--- config.mk ---
export PLATFORM = sky130hd
export DESIGN_NAME = tap_changer_remote_command_check_unit_flat
export DESIGN_NICKNAME = d
export VERILOG_FILES = /design/src/sv/tcrcc_pkg.sv /design/src/sv/tcrcc_if.sv /design/src/sv/tap_changer_remote_command_check_unit.sv /design/src/flat_wrapper.sv
export SDC_FILE = /design/constraint.sdc
export NUM_CORES = 1
export LEC_CHECK = 0
export BUFFER_PORTS_ARGS = -buffer_cell sky130_fd_sc_hd__buf_4
export CAP_MARGIN = 10
export CORE_ASPECT_RATIO = 0.8
export CORE_MARGIN = 3
export CORE_UTILIZATION = 45
export CTS_CLUSTER_SIZE = 25
export DETAILED_ROUTE_END_ITERATION = 7
export GPL_TIMING_DRIVEN = 1
export HOLD_SLACK_MARGIN = 0.05
export PLACE_DENSITY = 0.68
export SLEW_MARGIN = 20
export SYNTH_ARGS = -nofsm -noshare
export SYNTH_HDL_FRONTEND = slang
export SYNTH_SLANG_ARGS = --single-unit
--- constraint.sdc ---
create_clock -name i_clk -period 2.7 [get_ports i_clk]
set_input_delay 0.54 -clock i_clk [delete_from_list [all_inputs] [get_ports i_clk]]
set_output_delay 0.54 -clock i_clk [all_outputs]
set_load 0.05 [all_outputs]
--- src/sv/tcrcc_pkg.sv ---
package tcrcc_pkg;

    localparam int unsigned OP_W     = 3;
    localparam int unsigned BYTE_W   = 8;
    localparam int unsigned STATUS_W = 3;
    localparam int unsigned MOTION_W = 2;
    localparam int unsigned CLEAR_W  = 2;

    // command codes
    localparam logic [OP_W-1:0] OP_MODE    = 3'd0;
    localparam logic [OP_W-1:0] OP_SELECT  = 3'd1;
    localparam logic [OP_W-1:0] OP_CONFIRM = 3'd2;
    localparam logic [OP_W-1:0] OP_REBOOT  = 3'd3;
    localparam logic [OP_W-1:0] OP_CLEAR   = 3'd4;

    // status codes
    localparam logic [STATUS_W-1:0] ST_OK    = 3'd0;
    localparam logic [STATUS_W-1:0] ST_RANGE = 3'd1;
    localparam logic [STATUS_W-1:0] ST_MODE  = 3'd2;
    localparam logic [STATUS_W-1:0] ST_LOCK  = 3'd3;
    localparam logic [STATUS_W-1:0] ST_HIGH  = 3'd4;
    localparam logic [STATUS_W-1:0] ST_LOW   = 3'd5;
    localparam logic [STATUS_W-1:0] ST_NOSEL = 3'd6;

    // motion codes
    localparam logic [MOTION_W-1:0] MOT_NONE  = 2'd0;
    localparam logic [MOTION_W-1:0] MOT_RAISE = 2'd1;
    localparam logic [MOTION_W-1:0] MOT_LOWER = 2'd2;
    localparam logic [MOTION_W-1:0] MOT_STOP  = 2'd3;

    // data byte codes
    localparam logic [BYTE_W-1:0] VAL_MODE_AUTO   = 8'h00;
    localparam logic [BYTE_W-1:0] VAL_MODE_REMOTE = 8'h01;
    localparam logic [BYTE_W-1:0] CODE_ISSUE      = 8'hFF;
    localparam logic [BYTE_W-1:0] CODE_CANCEL     = 8'h00;
    localparam logic [BYTE_W-1:0] CLEAR_MAX       = 8'd2;
    localparam logic [BYTE_W-1:0] BOTTOM_TAP      = 8'd1;
    localparam logic [BYTE_W-1:0] TOP_TAP_RESET   = 8'd17;

    typedef struct packed {
        logic [OP_W-1:0]   op;
        logic [BYTE_W-1:0] value;
        logic [BYTE_W-1:0] gear_position;
        logic              lock_active;
    } t_cmd;

    typedef struct packed {
        logic [STATUS_W-1:0] status;
        logic [MOTION_W-1:0] motion_cmd;
        logic                reboot_req;
        logic [CLEAR_W-1:0]  clear_req;
        logic                restart_select_timer;
        logic                in_auto_mode;
    } t_res;

endpackage

--- src/sv/tcrcc_if.sv ---
interface tcrcc_cmd_if;
    logic                              valid;
    logic                              ready;
    logic [tcrcc_pkg::OP_W-1:0]        op;
    logic [tcrcc_pkg::BYTE_W-1:0]      value;
    logic [tcrcc_pkg::BYTE_W-1:0]      gear_position;
    logic                              lock_active;

    modport source (output valid, op, value, gear_position, lock_active, input ready);
    modport sink   (input valid, op, value, gear_position, lock_active, output ready);
endinterface

interface tcrcc_res_if;
    logic                              valid;
    logic                              ready;
    logic [tcrcc_pkg::STATUS_W-1:0]    status;
    logic [tcrcc_pkg::MOTION_W-1:0]    motion_cmd;
    logic                              reboot_req;
    logic [tcrcc_pkg::CLEAR_W-1:0]     clear_req;
    logic                              restart_select_timer;
    logic                              in_auto_mode;

    modport source (output valid, status, motion_cmd, reboot_req, clear_req,
                    restart_select_timer, in_auto_mode, input ready);
    modport sink   (input valid, status, motion_cmd, reboot_req, clear_req,
                    restart_select_timer, in_auto_mode, output ready);
endinterface

--- src/sv/tap_changer_remote_command_check_unit.sv ---
// Throughput: one command per cycle unless a full result register waits on o_res.ready.
// The input register and the result register form a two-stage pipeline, and the mode/selection
// state updates as a beat moves between them.
// Reset (synchronous, i_rst_n low): auto mode, no selection, top tap 17, both stages empty.
module tap_changer_remote_command_check_unit (
    input  logic                          i_clk,
    input  logic                          i_rst_n,
    input  logic                          i_cfg_we,
    input  logic [tcrcc_pkg::BYTE_W-1:0]  i_cfg_data,
    tcrcc_cmd_if.sink                     i_cmd,
    tcrcc_res_if.source                   o_res
);

    logic                             r_in_vld;
    tcrcc_pkg::t_cmd                  r_in;
    logic                             r_out_vld;
    tcrcc_pkg::t_res                  r_out;

    logic [tcrcc_pkg::BYTE_W-1:0]     r_top_tap;
    logic                             r_auto;
    logic                             r_pending;
    logic [tcrcc_pkg::MOTION_W-1:0]   r_motion;

    logic                             n_auto;
    logic                             n_pending;
    logic [tcrcc_pkg::MOTION_W-1:0]   n_motion;
    tcrcc_pkg::t_res                  n_res;

    logic                             advance;
    logic                             at_top;
    logic                             at_bottom;

    assign advance     = r_in_vld && (!r_out_vld || o_res.ready);
    assign i_cmd.ready = !r_in_vld || advance;

    assign at_top    = r_in.gear_position >= r_top_tap;
    assign at_bottom = r_in.gear_position == tcrcc_pkg::BOTTOM_TAP;

    always_comb begin
        n_auto    = r_auto;
        n_pending = r_pending;
        n_motion  = r_motion;
        n_res     = '0;
        case (r_in.op)
            tcrcc_pkg::OP_MODE: begin
                if (r_in.value == tcrcc_pkg::VAL_MODE_AUTO) begin
                    n_auto = 1'b1;
                end else if (r_in.value == tcrcc_pkg::VAL_MODE_REMOTE) begin
                    n_auto = 1'b0;
                end else begin
                    n_res.status = tcrcc_pkg::ST_RANGE;
                end
            end
            tcrcc_pkg::OP_SELECT: begin
                if (r_auto) begin
                    n_res.status = tcrcc_pkg::ST_MODE;
                end else if (r_in.lock_active) begin
                    n_res.status = tcrcc_pkg::ST_LOCK;
                end else if (r_in.value == 8'(tcrcc_pkg::MOT_RAISE) && at_top) begin
                    n_res.status = tcrcc_pkg::ST_HIGH;
                end else if (r_in.value == 8'(tcrcc_pkg::MOT_LOWER) && at_bottom) begin
                    n_res.status = tcrcc_pkg::ST_LOW;
                end else if (r_in.value == 8'(tcrcc_pkg::MOT_RAISE)
                          || r_in.value == 8'(tcrcc_pkg::MOT_LOWER)
                          || r_in.value == 8'(tcrcc_pkg::MOT_STOP)) begin
                    n_motion  = r_in.value[tcrcc_pkg::MOTION_W-1:0];
                    n_pending = 1'b1;
                end else begin
                    n_res.status = tcrcc_pkg::ST_RANGE;
                end
            end
            tcrcc_pkg::OP_CONFIRM: begin
                if (r_auto) begin
                    n_res.status = tcrcc_pkg::ST_MODE;
                end else if (r_in.lock_active) begin
                    n_res.status = tcrcc_pkg::ST_LOCK;
                end else if (!r_pending) begin
                    n_res.status = tcrcc_pkg::ST_NOSEL;
                end else if (at_bottom && r_motion == tcrcc_pkg::MOT_LOWER) begin
                    n_res.status = tcrcc_pkg::ST_LOW;
                end else if (at_top && r_motion == tcrcc_pkg::MOT_RAISE) begin
                    n_res.status = tcrcc_pkg::ST_HIGH;
                end else if (r_in.value == tcrcc_pkg::CODE_ISSUE
                          || r_in.value == tcrcc_pkg::CODE_CANCEL) begin
                    if (r_in.value == tcrcc_pkg::CODE_ISSUE) begin
                        n_res.motion_cmd = r_motion;
                    end
                    n_pending                  = 1'b0;
                    n_res.restart_select_timer = 1'b1;
                end else begin
                    n_res.status = tcrcc_pkg::ST_RANGE;
                end
            end
            tcrcc_pkg::OP_REBOOT: begin
                n_res.reboot_req = (r_in.value == tcrcc_pkg::CODE_ISSUE);
            end
            tcrcc_pkg::OP_CLEAR: begin
                if (r_in.value <= tcrcc_pkg::CLEAR_MAX) begin
                    n_res.clear_req = r_in.value[tcrcc_pkg::CLEAR_W-1:0] + 2'd1;
                end
            end
            default: begin
            end
        endcase
        n_res.in_auto_mode = n_auto;
    end

    always_ff @(posedge i_clk) begin
        if (!i_rst_n) begin
            r_in_vld  <= 1'b0;
            r_out_vld <= 1'b0;
            r_top_tap <= tcrcc_pkg::TOP_TAP_RESET;
            r_auto    <= 1'b1;
            r_pending <= 1'b0;
            r_motion  <= tcrcc_pkg::MOT_NONE;
        end else begin
            if (i_cfg_we) begin
                r_top_tap <= i_cfg_data;
            end
            if (i_cmd.ready) begin
                r_in_vld <= i_cmd.valid;
            end
            if (advance) begin
                r_out_vld <= 1'b1;
                r_auto    <= n_auto;
                r_pending <= n_pending;
                r_motion  <= n_motion;
            end else if (o_res.ready) begin
                r_out_vld <= 1'b0;
            end
        end
    end

    // payload registers, no reset
    always_ff @(posedge i_clk) begin
        if (i_cmd.ready && i_cmd.valid) begin
            r_in.op            <= i_cmd.op;
            r_in.value         <= i_cmd.value;
            r_in.gear_position <= i_cmd.gear_position;
            r_in.lock_active   <= i_cmd.lock_active;
        end
        if (advance) begin
            r_out <= n_res;
        end
    end

    assign o_res.valid                = r_out_vld;
    assign o_res.status               = r_out.status;
    assign o_res.motion_cmd           = r_out.motion_cmd;
    assign o_res.reboot_req           = r_out.reboot_req;
    assign o_res.clear_req            = r_out.clear_req;
    assign o_res.restart_select_timer = r_out.restart_select_timer;
    assign o_res.in_auto_mode         = r_out.in_auto_mode;

    a_restart_ok: assert property (@(posedge i_clk) disable iff (!i_rst_n)
        o_res.valid && o_res.restart_select_timer |-> o_res.status == tcrcc_pkg::ST_OK)
        else $error("restart flagged on a refused command");

    a_motion_needs_restart: assert property (@(posedge i_clk) disable iff (!i_rst_n)
        o_res.valid && o_res.motion_cmd != tcrcc_pkg::MOT_NONE
            |-> o_res.restart_select_timer && !o_res.in_auto_mode)
        else $error("motion issued without an accepted confirm in remote mode");

    a_confirm_clears: assert property (@(posedge i_clk) disable iff (!i_rst_n)
        advance && n_res.restart_select_timer |=> !r_pending)
        else $error("selection still pending after an accepted confirm");

    a_pending_needs_remote: assert property (@(posedge i_clk) disable iff (!i_rst_n)
        advance && !r_pending && n_pending |-> !r_auto)
        else $error("selection taken in auto mode");

    a_empty_ready: assert property (@(posedge i_clk) disable iff (!i_rst_n)
        !r_out_vld |-> i_cmd.ready)
        else $error("input stalled while result register empty");

endmodule

--- src/flat_wrapper.sv ---
// flat-port wrapper written by rule: the top's interface ports become plain ports
module tap_changer_remote_command_check_unit_flat 
  (i_clk, i_rst_n, i_cfg_we, i_cfg_data, i_cmd_valid, i_cmd_op, i_cmd_value, i_cmd_gear_position, i_cmd_lock_active, i_cmd_ready, o_res_valid, o_res_status, o_res_motion_cmd, o_res_reboot_req, o_res_clear_req, o_res_restart_select_timer, o_res_in_auto_mode, o_res_ready);
  tcrcc_cmd_if i_cmd_i ();
  tcrcc_res_if o_res_i ();
  input  logic i_clk;
  input  logic i_rst_n;
  input  logic i_cfg_we;
  input  logic [tcrcc_pkg::BYTE_W-1:0] i_cfg_data;
  input wire logic [$bits(i_cmd_i.valid)-1:0] i_cmd_valid;
  input wire logic [$bits(i_cmd_i.op)-1:0] i_cmd_op;
  input wire logic [$bits(i_cmd_i.value)-1:0] i_cmd_value;
  input wire logic [$bits(i_cmd_i.gear_position)-1:0] i_cmd_gear_position;
  input wire logic [$bits(i_cmd_i.lock_active)-1:0] i_cmd_lock_active;
  output wire logic [$bits(i_cmd_i.ready)-1:0] i_cmd_ready;
  output wire logic [$bits(o_res_i.valid)-1:0] o_res_valid;
  output wire logic [$bits(o_res_i.status)-1:0] o_res_status;
  output wire logic [$bits(o_res_i.motion_cmd)-1:0] o_res_motion_cmd;
  output wire logic [$bits(o_res_i.reboot_req)-1:0] o_res_reboot_req;
  output wire logic [$bits(o_res_i.clear_req)-1:0] o_res_clear_req;
  output wire logic [$bits(o_res_i.restart_select_timer)-1:0] o_res_restart_select_timer;
  output wire logic [$bits(o_res_i.in_auto_mode)-1:0] o_res_in_auto_mode;
  input wire logic [$bits(o_res_i.ready)-1:0] o_res_ready;
  assign i_cmd_i.valid = i_cmd_valid;
  assign i_cmd_i.op = i_cmd_op;
  assign i_cmd_i.value = i_cmd_value;
  assign i_cmd_i.gear_position = i_cmd_gear_position;
  assign i_cmd_i.lock_active = i_cmd_lock_active;
  assign i_cmd_ready = i_cmd_i.ready;
  assign o_res_valid = o_res_i.valid;
  assign o_res_status = o_res_i.status;
  assign o_res_motion_cmd = o_res_i.motion_cmd;
  assign o_res_reboot_req = o_res_i.reboot_req;
  assign o_res_clear_req = o_res_i.clear_req;
  assign o_res_restart_select_timer = o_res_i.restart_select_timer;
  assign o_res_in_auto_mode = o_res_i.in_auto_mode;
  assign o_res_i.ready = o_res_ready;
  tap_changer_remote_command_check_unit u_core (.i_clk(i_clk), .i_rst_n(i_rst_n), .i_cfg_we(i_cfg_we), .i_cfg_data(i_cfg_data), .i_cmd(i_cmd_i), .o_res(o_res_i));
endmodule
==> flow_summary_export.csv, run 1 <==
group,metric,value,unit
sta,final.setup.tns,0,ps
power_and_ir_drop,leakage,1.07,nW
min_path,min_path_type,"input port to register",
grt,grt_pass1_vias,1423,
critical_path,timing.rr.start,"u_core.r_in[9]$_DFFE_PP_",
grt,antenna_found_initial,0,
logic_synthesis,synth.ff_latch_count,44,
layout,multiInputGateArea,835,sq um
logic_synthesis,yosysUniqueCellTypes,46,
logic_synthesis,synthesis.area,2090,sq um
layout,layout.nets,267,
logic_synthesis,synth_nets,219,
logic_synthesis,synth_edf_count,30,
logic_synthesis,netlist_instances,174,
floorplan,row_count,21,
clock_tree,cts_buffer_depth,2,
placed_design,portBuffers,44,
routing,drt_iter0_markers,61,
critical_path,endpoint_kind,"register",
grt,grt_max_degree,21,
clock_tree,cts_hold_buf,0,
layout,drive_gt1_share,28.7,%
clock_tree,cts-root-buf,"clkbuf_8",
layout,final_common_cell,"buf_4",
critical_path,critPathLaunch,"u_core.r_in[9]$_DFFE_PP_",
sta,slew_headroom,65.4,%
clock_tree,cts_resized,0,
sta,period_share,80.3,%
floorplan,core_area,4340,sq um
outcome,status,"finished, final reports clean",
floorplan,die_w,82.3,microns
critical_path,endpoint,"u_core.o_res.status[0]$_DFFE_PP_",
grt,grt_usage,15.6,%
routing,routed_wirelength,3890,microns
routing,vias,1443,
placed_design,dp_cells,272,
floorplan,ios,45,
clock_tree,htreeDepth,2,
layout,fillCellCount,368,
clock_tree,cts.sinks,44,
routing,vias_per_cell,5.15,
sta,finalCriticalPeriod,2170,ps
layout,final_cells,280,
placed_design,gp_congestion,0.807,
logic_synthesis,yosysWarnings,0,
sta,tightest_slew,512,ps
layout,antennaDiodeCount,0,
sta,setup_viol,0,
sta,grt_setup_unrepaired,"false",
power_and_ir_drop,power.density,534,nW/um^2
critical_path,path_max_fanout,5,
clock_tree,post_cts_buffers,0,
clock_tree,cts_tree,"built",
logic_synthesis,synth_flop_cell,"edfxtp_1",
floorplan,die_h,67,microns
power_and_ir_drop,vdd_drop_max,416,uV
layout,seq_area,1180,sq um
critical_path,r2r-end,"u_core.o_res.status[0]$_DFFE_PP_",
critical_path,critPathRequiredTime,2760,ps
sta,finalHoldViolCount,0,
sta,hold_ws,424,ps
routing,first_pass_iters,4,
logic_synthesis,synth_area_per_cell,12.0,sq um
critical_path,critPathLaunchType,"register",
sta,skew,4.34,ps
floorplan,die_area,5510,sq um
layout,syn_to_final_growth,23.1,%
critical_path,reg2reg_depth,6,
clock_tree,cts.clk_slew.worst_paths,80,ps
critical_path,r2r_slack,530,ps
floorplan,start_util,48.3,%
logic_synthesis,async_flop_share,0,%
sta,fmax,0.461,GHz
clock_tree,insertion_delay,290,ps
clock_tree,cts_inserted_buffers,5,
placed_design,post-dp-hpwl,3030,microns
routing,drc,0,
routing,wl_per_cell,13.9,microns
grt,grt_pass1_wl,6480,microns
sta,finalMaxSlewViolations,0,
logic_synthesis,synth.yosys.seq_area_share,56.4,%
layout,finish.utilization,59.5,%
grt,overflow,0,
critical_path,crit_type,"register to register",
run,cap_viol_max_count,0,
layout,mostFrequentLayoutCells,"45 x buf_4, 30 x edfxtp_1, 15 x inv_1",
routing,ant_nets,0,
critical_path,crit_arrival,2220,ps
==> routing by layer <==
metal	vias up	share of wire, %	GRT usage (%)
li1	735	-	-
met1	680	46	20.7
met2	26	49	25.3
met3	2	4.6	4.32
met4	0	0.36	3.73
met5	-	0	0
==> worst max-delay path, cell delays in order (launching register included) <==
cell and delay (ps):
edfxtp_1 430, inv_1 90, ha_1 230, or3_2 490, and3_1 210, a2111o_1 390, o311ai_0 120
==> worst min-delay path by stage <==
| stage | depth (start not counted) | endpoint | from |
|---|---|---|---|
| 6_report | 1 | u_core.r_in[14]$_DFFE_PP_ | i_cmd_value[5] |
| 5_1_grt | 1 | u_core.r_in[3]$_DFFE_PP_ | i_cmd_gear_position[2] |
| 4_1_cts | 1 | u_core.r_in[15]$_DFFE_PP_ | i_cmd_value[6] |
| 3_5_place_dp | 2 | u_core.r_top_tap[0]$_SDFFE_PN1P_ | u_core.r_top_tap[0]$_SDFFE_PN1P_ |
| 3_3_place_gp | 2 | u_core.r_top_tap[0]$_SDFFE_PN1P_ | u_core.r_top_tap[0]$_SDFFE_PN1P_ |
| 2_1_floorplan | 2 | u_core.r_top_tap[0]$_SDFFE_PN1P_ | u_core.r_top_tap[0]$_SDFFE_PN1P_ |
==> logic make-up (layout without fill, tap and decap cells) <==
group | count (synthesis) | after routing | share of synthesized area, %
AO/OA/AOI/OAI | 29 | 29 | 10.2
XOR/XNOR | 1 | 1 | 0.418
adder cells (fa/ha/maj) | 12 | 12 | 7.17
buffers and inverters | 19 | 68 | 3.71
flip-flops | 44 | 44 | 56.4
multiplexers | 9 | 9 | 4.30
AND/OR/NAND/NOR | 60 | 60 | 17.8
==> flip-flops by register name, indices dropped and copies added (netlist names) <==
register,flops
u_core.o_res.clear_req,2
u_core.o_res.in_auto_mode,1
u_core.o_res.motion_cmd,2
u_core.o_res.reboot_req,1
u_core.o_res.restart_select_timer,1
u_core.o_res.status,3
u_core.o_res.valid,1
u_core.r_auto,1
u_core.r_in,20
u_core.r_in_vld,1
u_core.r_motion,2
u_core.r_pending,1
u_core.r_top_tap,8
==> stage by stage <==
step	power (mW)	setup WS, ps	instance area, sq um
after floorplan	0.895	586	2090
after global placement	0.958	671	2480
after detailed placement	0.965	614	2480
after CTS	1.40	550	2580
after global routing	1.44	418	2580
final	1.38	532	2580
==> layout make-up <==
cell class	instances	area share, %
Multi-Input combinational cell	111	32.4
Sequential cell	44	45.8
Clock buffer	6	3.20
Inverter	15	2.18
Clock inverter	2	0.534
Timing Repair Buffer	45	13.1
Tap cell	57	2.77
==> cells in the mapped netlist, types with 2 or more instances <==
| cell type | number | area [sq um] |
|---|---|---|
| a21oi_1 | 6 | 30.0 |
| a31oi_1 | 5 | 31.3 |
| and2_1 | 2 | 12.5 |
| and2b_2 | 2 | 17.5 |
| and3_1 | 3 | 18.8 |
| and4_1 | 2 | 17.5 |
| clkbuf_2 | 2 | 10.0 |
| dfxtp_1 | 14 | 280 |
| edfxtp_1 | 30 | 901 |
| ha_1 | 12 | 150 |
| inv_1 | 15 | 56.3 |
| mux2i_1 | 9 | 90.1 |
| nand2_1 | 10 | 37.5 |
| nand3_1 | 2 | 10.0 |
| nand4_1 | 2 | 12.5 |
| nor2_1 | 10 | 37.5 |
| nor2b_1 | 10 | 62.6 |
| nor3b_1 | 2 | 15.0 |
| nor4_1 | 2 | 12.5 |
| o211ai_1 | 4 | 30.0 |
| o21a_1 | 3 | 22.5 |
| o21ai_0 | 2 | 10.0 |
| or3b_2 | 2 | 17.5 |
==> report_power, final <==
group | internal (mW) | switching [mW]
clock | 0.208 | 0.220
combinational | 0.0768 | 0.0910
sequential | 0.757 | 0.0236
Power figures use the tool's default switching activity.
==> inputs of run 2 (changes only) <==
clock period = 2 ns   (was 2.7 ns; I/O delays follow)
==> run 2 against run 1 <==
The run now ends with setup timing left; first-iteration DRC count is 74% higher; sequential share of layout area is 2.0 points lower; combinational power is 46% higher; design area is 4.6% higher; critical path depth is 1 higher; via count is 5.5% higher; largest cell class unchanged.
==> flow_summary_export.csv, run 2 (synthesized netlist as in run 1, its figures left out) <==
group,metric,value,unit
floorplan,core_area,4340,sq um
routing,drt_iter0_markers,106,
placed_design,post-dp-hpwl,3130,microns
sta,finalCriticalPeriod,2050,ps
critical_path,critPathRequiredTime,2190,ps
placed_design,gp_congestion,0.835,
layout,finish.utilization,62.2,%
routing,vias,1523,
floorplan,row_count,21,
sta,setup_viol,2,
outcome,status,"finished, violations left",
sta,grt_setup_unrepaired,"true",
sta,period_share,103,%
run,cap_viol_max_count,0,
clock_tree,cts.sinks,44,
layout,mostFrequentLayoutCells,"55 x buf_4, 30 x edfxtp_1, 14 x inv_1, 14 x dfxtp_1, 11 x ha_1",
routing,first_pass_iters,4,
layout,largest_reg_flops,20,
min_path,min_path_type,"input port to register",
routing,vias_per_cell,5.23,
critical_path,endpoint_kind,"register",
floorplan,start_util,48.3,%
routing,routed_wirelength,4260,microns
grt,grt_usage,16.7,%
power_and_ir_drop,total_power,1.87,mW
sta,finalHoldViolCount,0,
clock_tree,cts_inserted_buffers,5,
critical_path,crit_type,"register to register",
layout,antennaDiodeCount,0,
grt,grt_pass1_wl,6870,microns
routing,drc,0,
grt,grt_pass1_vias,1595,
clock_tree,cts_buffer_depth,2,
layout,layout.nets,278,
layout,syn_to_final_growth,28.8,%
sta,final.setup.tns,-65.4,ps
power_and_ir_drop,leakage,1.12,nW
floorplan,die_h,67,microns
routing,ant_nets,0,
critical_path,timing.rr.start,"u_core.r_in[16]$_DFFE_PP_",
clock_tree,cts-root-buf,"clkbuf_8",
critical_path,r2r_slack,-50,ps
critical_path,path_max_fanout,8,
sta,fmax,0.487,GHz
power_and_ir_drop,vdd_drop_max,537,uV
grt,overflow,0,
clock_tree,cts_tree,"built",
sta,tightest_slew,516,ps
sta,finalMaxSlewViolations,0,
layout,final_common_cell,"buf_4",
critical_path,critPathLaunch,"u_core.r_in[16]$_DFFE_PP_",
critical_path,crit_arrival,2240,ps
sta,slew_headroom,65.5,%
floorplan,ios,45,
clock_tree,cts.clk_slew.worst_paths,90,ps
floorplan,die_w,82.3,microns
clock_tree,insertion_delay,300,ps
outcome,violations,"setup timing",
min_path,worstHoldStart,"i_cmd_value[4]",
layout,top_register,"u_core.r_in",
sta,fin_ws,-53.1,ps
grt,antenna_found_initial,0,
layout,fillCellCount,358,
floorplan,die_area,5510,sq um
routing,wl_per_cell,14.6,microns
placed_design,portBuffers,44,
sta,skew,6.99,ps
grt,grt_max_degree,21,
power_and_ir_drop,power.density,692,nW/um^2
critical_path,critPathLaunchType,"register",
clock_tree,htreeDepth,2,
layout,drive_gt1_share,34.6,%
==> run 2: cell types whose count changed in the layout (fill, tap and decap cells not counted), sizes merged <==
cell / delta
inv: -1
buf: +11
clkinv: +1
clkbuf: -1
clkinvlp: +1
==> run 2: metrics by stage <==
step                      instances  setup slack (ps)  hold WS, ps  area, sq um
final                           291             -53.1          273         2700
after global routing            291              -142          252         2700
after CTS                       289             -26.0          262         2660
after detailed placement        277              -115          492         2520
after global placement          277             -13.0          484         2520
after floorplan                 174              40.2          448         2090
==> run 2: cell type report <==
cell class                      count  area, sq um  share of cell area [%]
Tap cell                           57         71.3                    2.65
Multi-Input combinational cell    111          871                    32.3
Inverter                           15         56.3                    2.09
Clock buffer                        5         68.8                    2.55
Clock inverter                      3         23.8                   0.882
Timing Repair Buffer               56          424                    15.7
Sequential cell                    44         1180                    43.8
==> run 2: where the power goes <==
group          internal (mW)  leakage [nW]  switching, mW
clock network          0.247        0.0404          0.316
logic                  0.116         0.674          0.130
registers               1.02         0.403         0.0340
==> run 2: path summary, 6_finish.rpt <==
kind	endpoint	cells past startpoint
setup / recovery	u_core.r_pending$_SDFFE_PN0P_	7
hold reg to reg	u_core.r_top_tap[0]$_SDFFE_PN1P_	2
hold / removal	u_core.r_in[13]$_DFFE_PP_	1
setup reg to reg	u_core.r_pending$_SDFFE_PN0P_	7
==> run 2: per-layer routing <==
metal / GRT usage [%] / vias to the layer above / wire length, microns
li1: - / 756 / -
met1: 20.5 / 711 / 1880
met2: 28.1 / 48 / 2120
met3: 4.05 / 8 / 190
met4: 6.64 / 0 / 56
met5: 0 / - / 0
==> run 2: worst max-delay path, cell delays in order, from the launching register on <==
cell and delay (ps):
edfxtp_1 400, or4_4 560, nor3_4 190, buf_6 150
a31oi_2 100, nor4_2 200, a41oi_1 150, o21a_1 200
==> run 2: repair_timing <==
action | CTS | global route
buffers inserted | 4 | 2
pin swaps | 2 | 7
hold buffers | 0 | 0
resized for setup | 5 | 5
endpoints found under the setup margin | 3 | 9
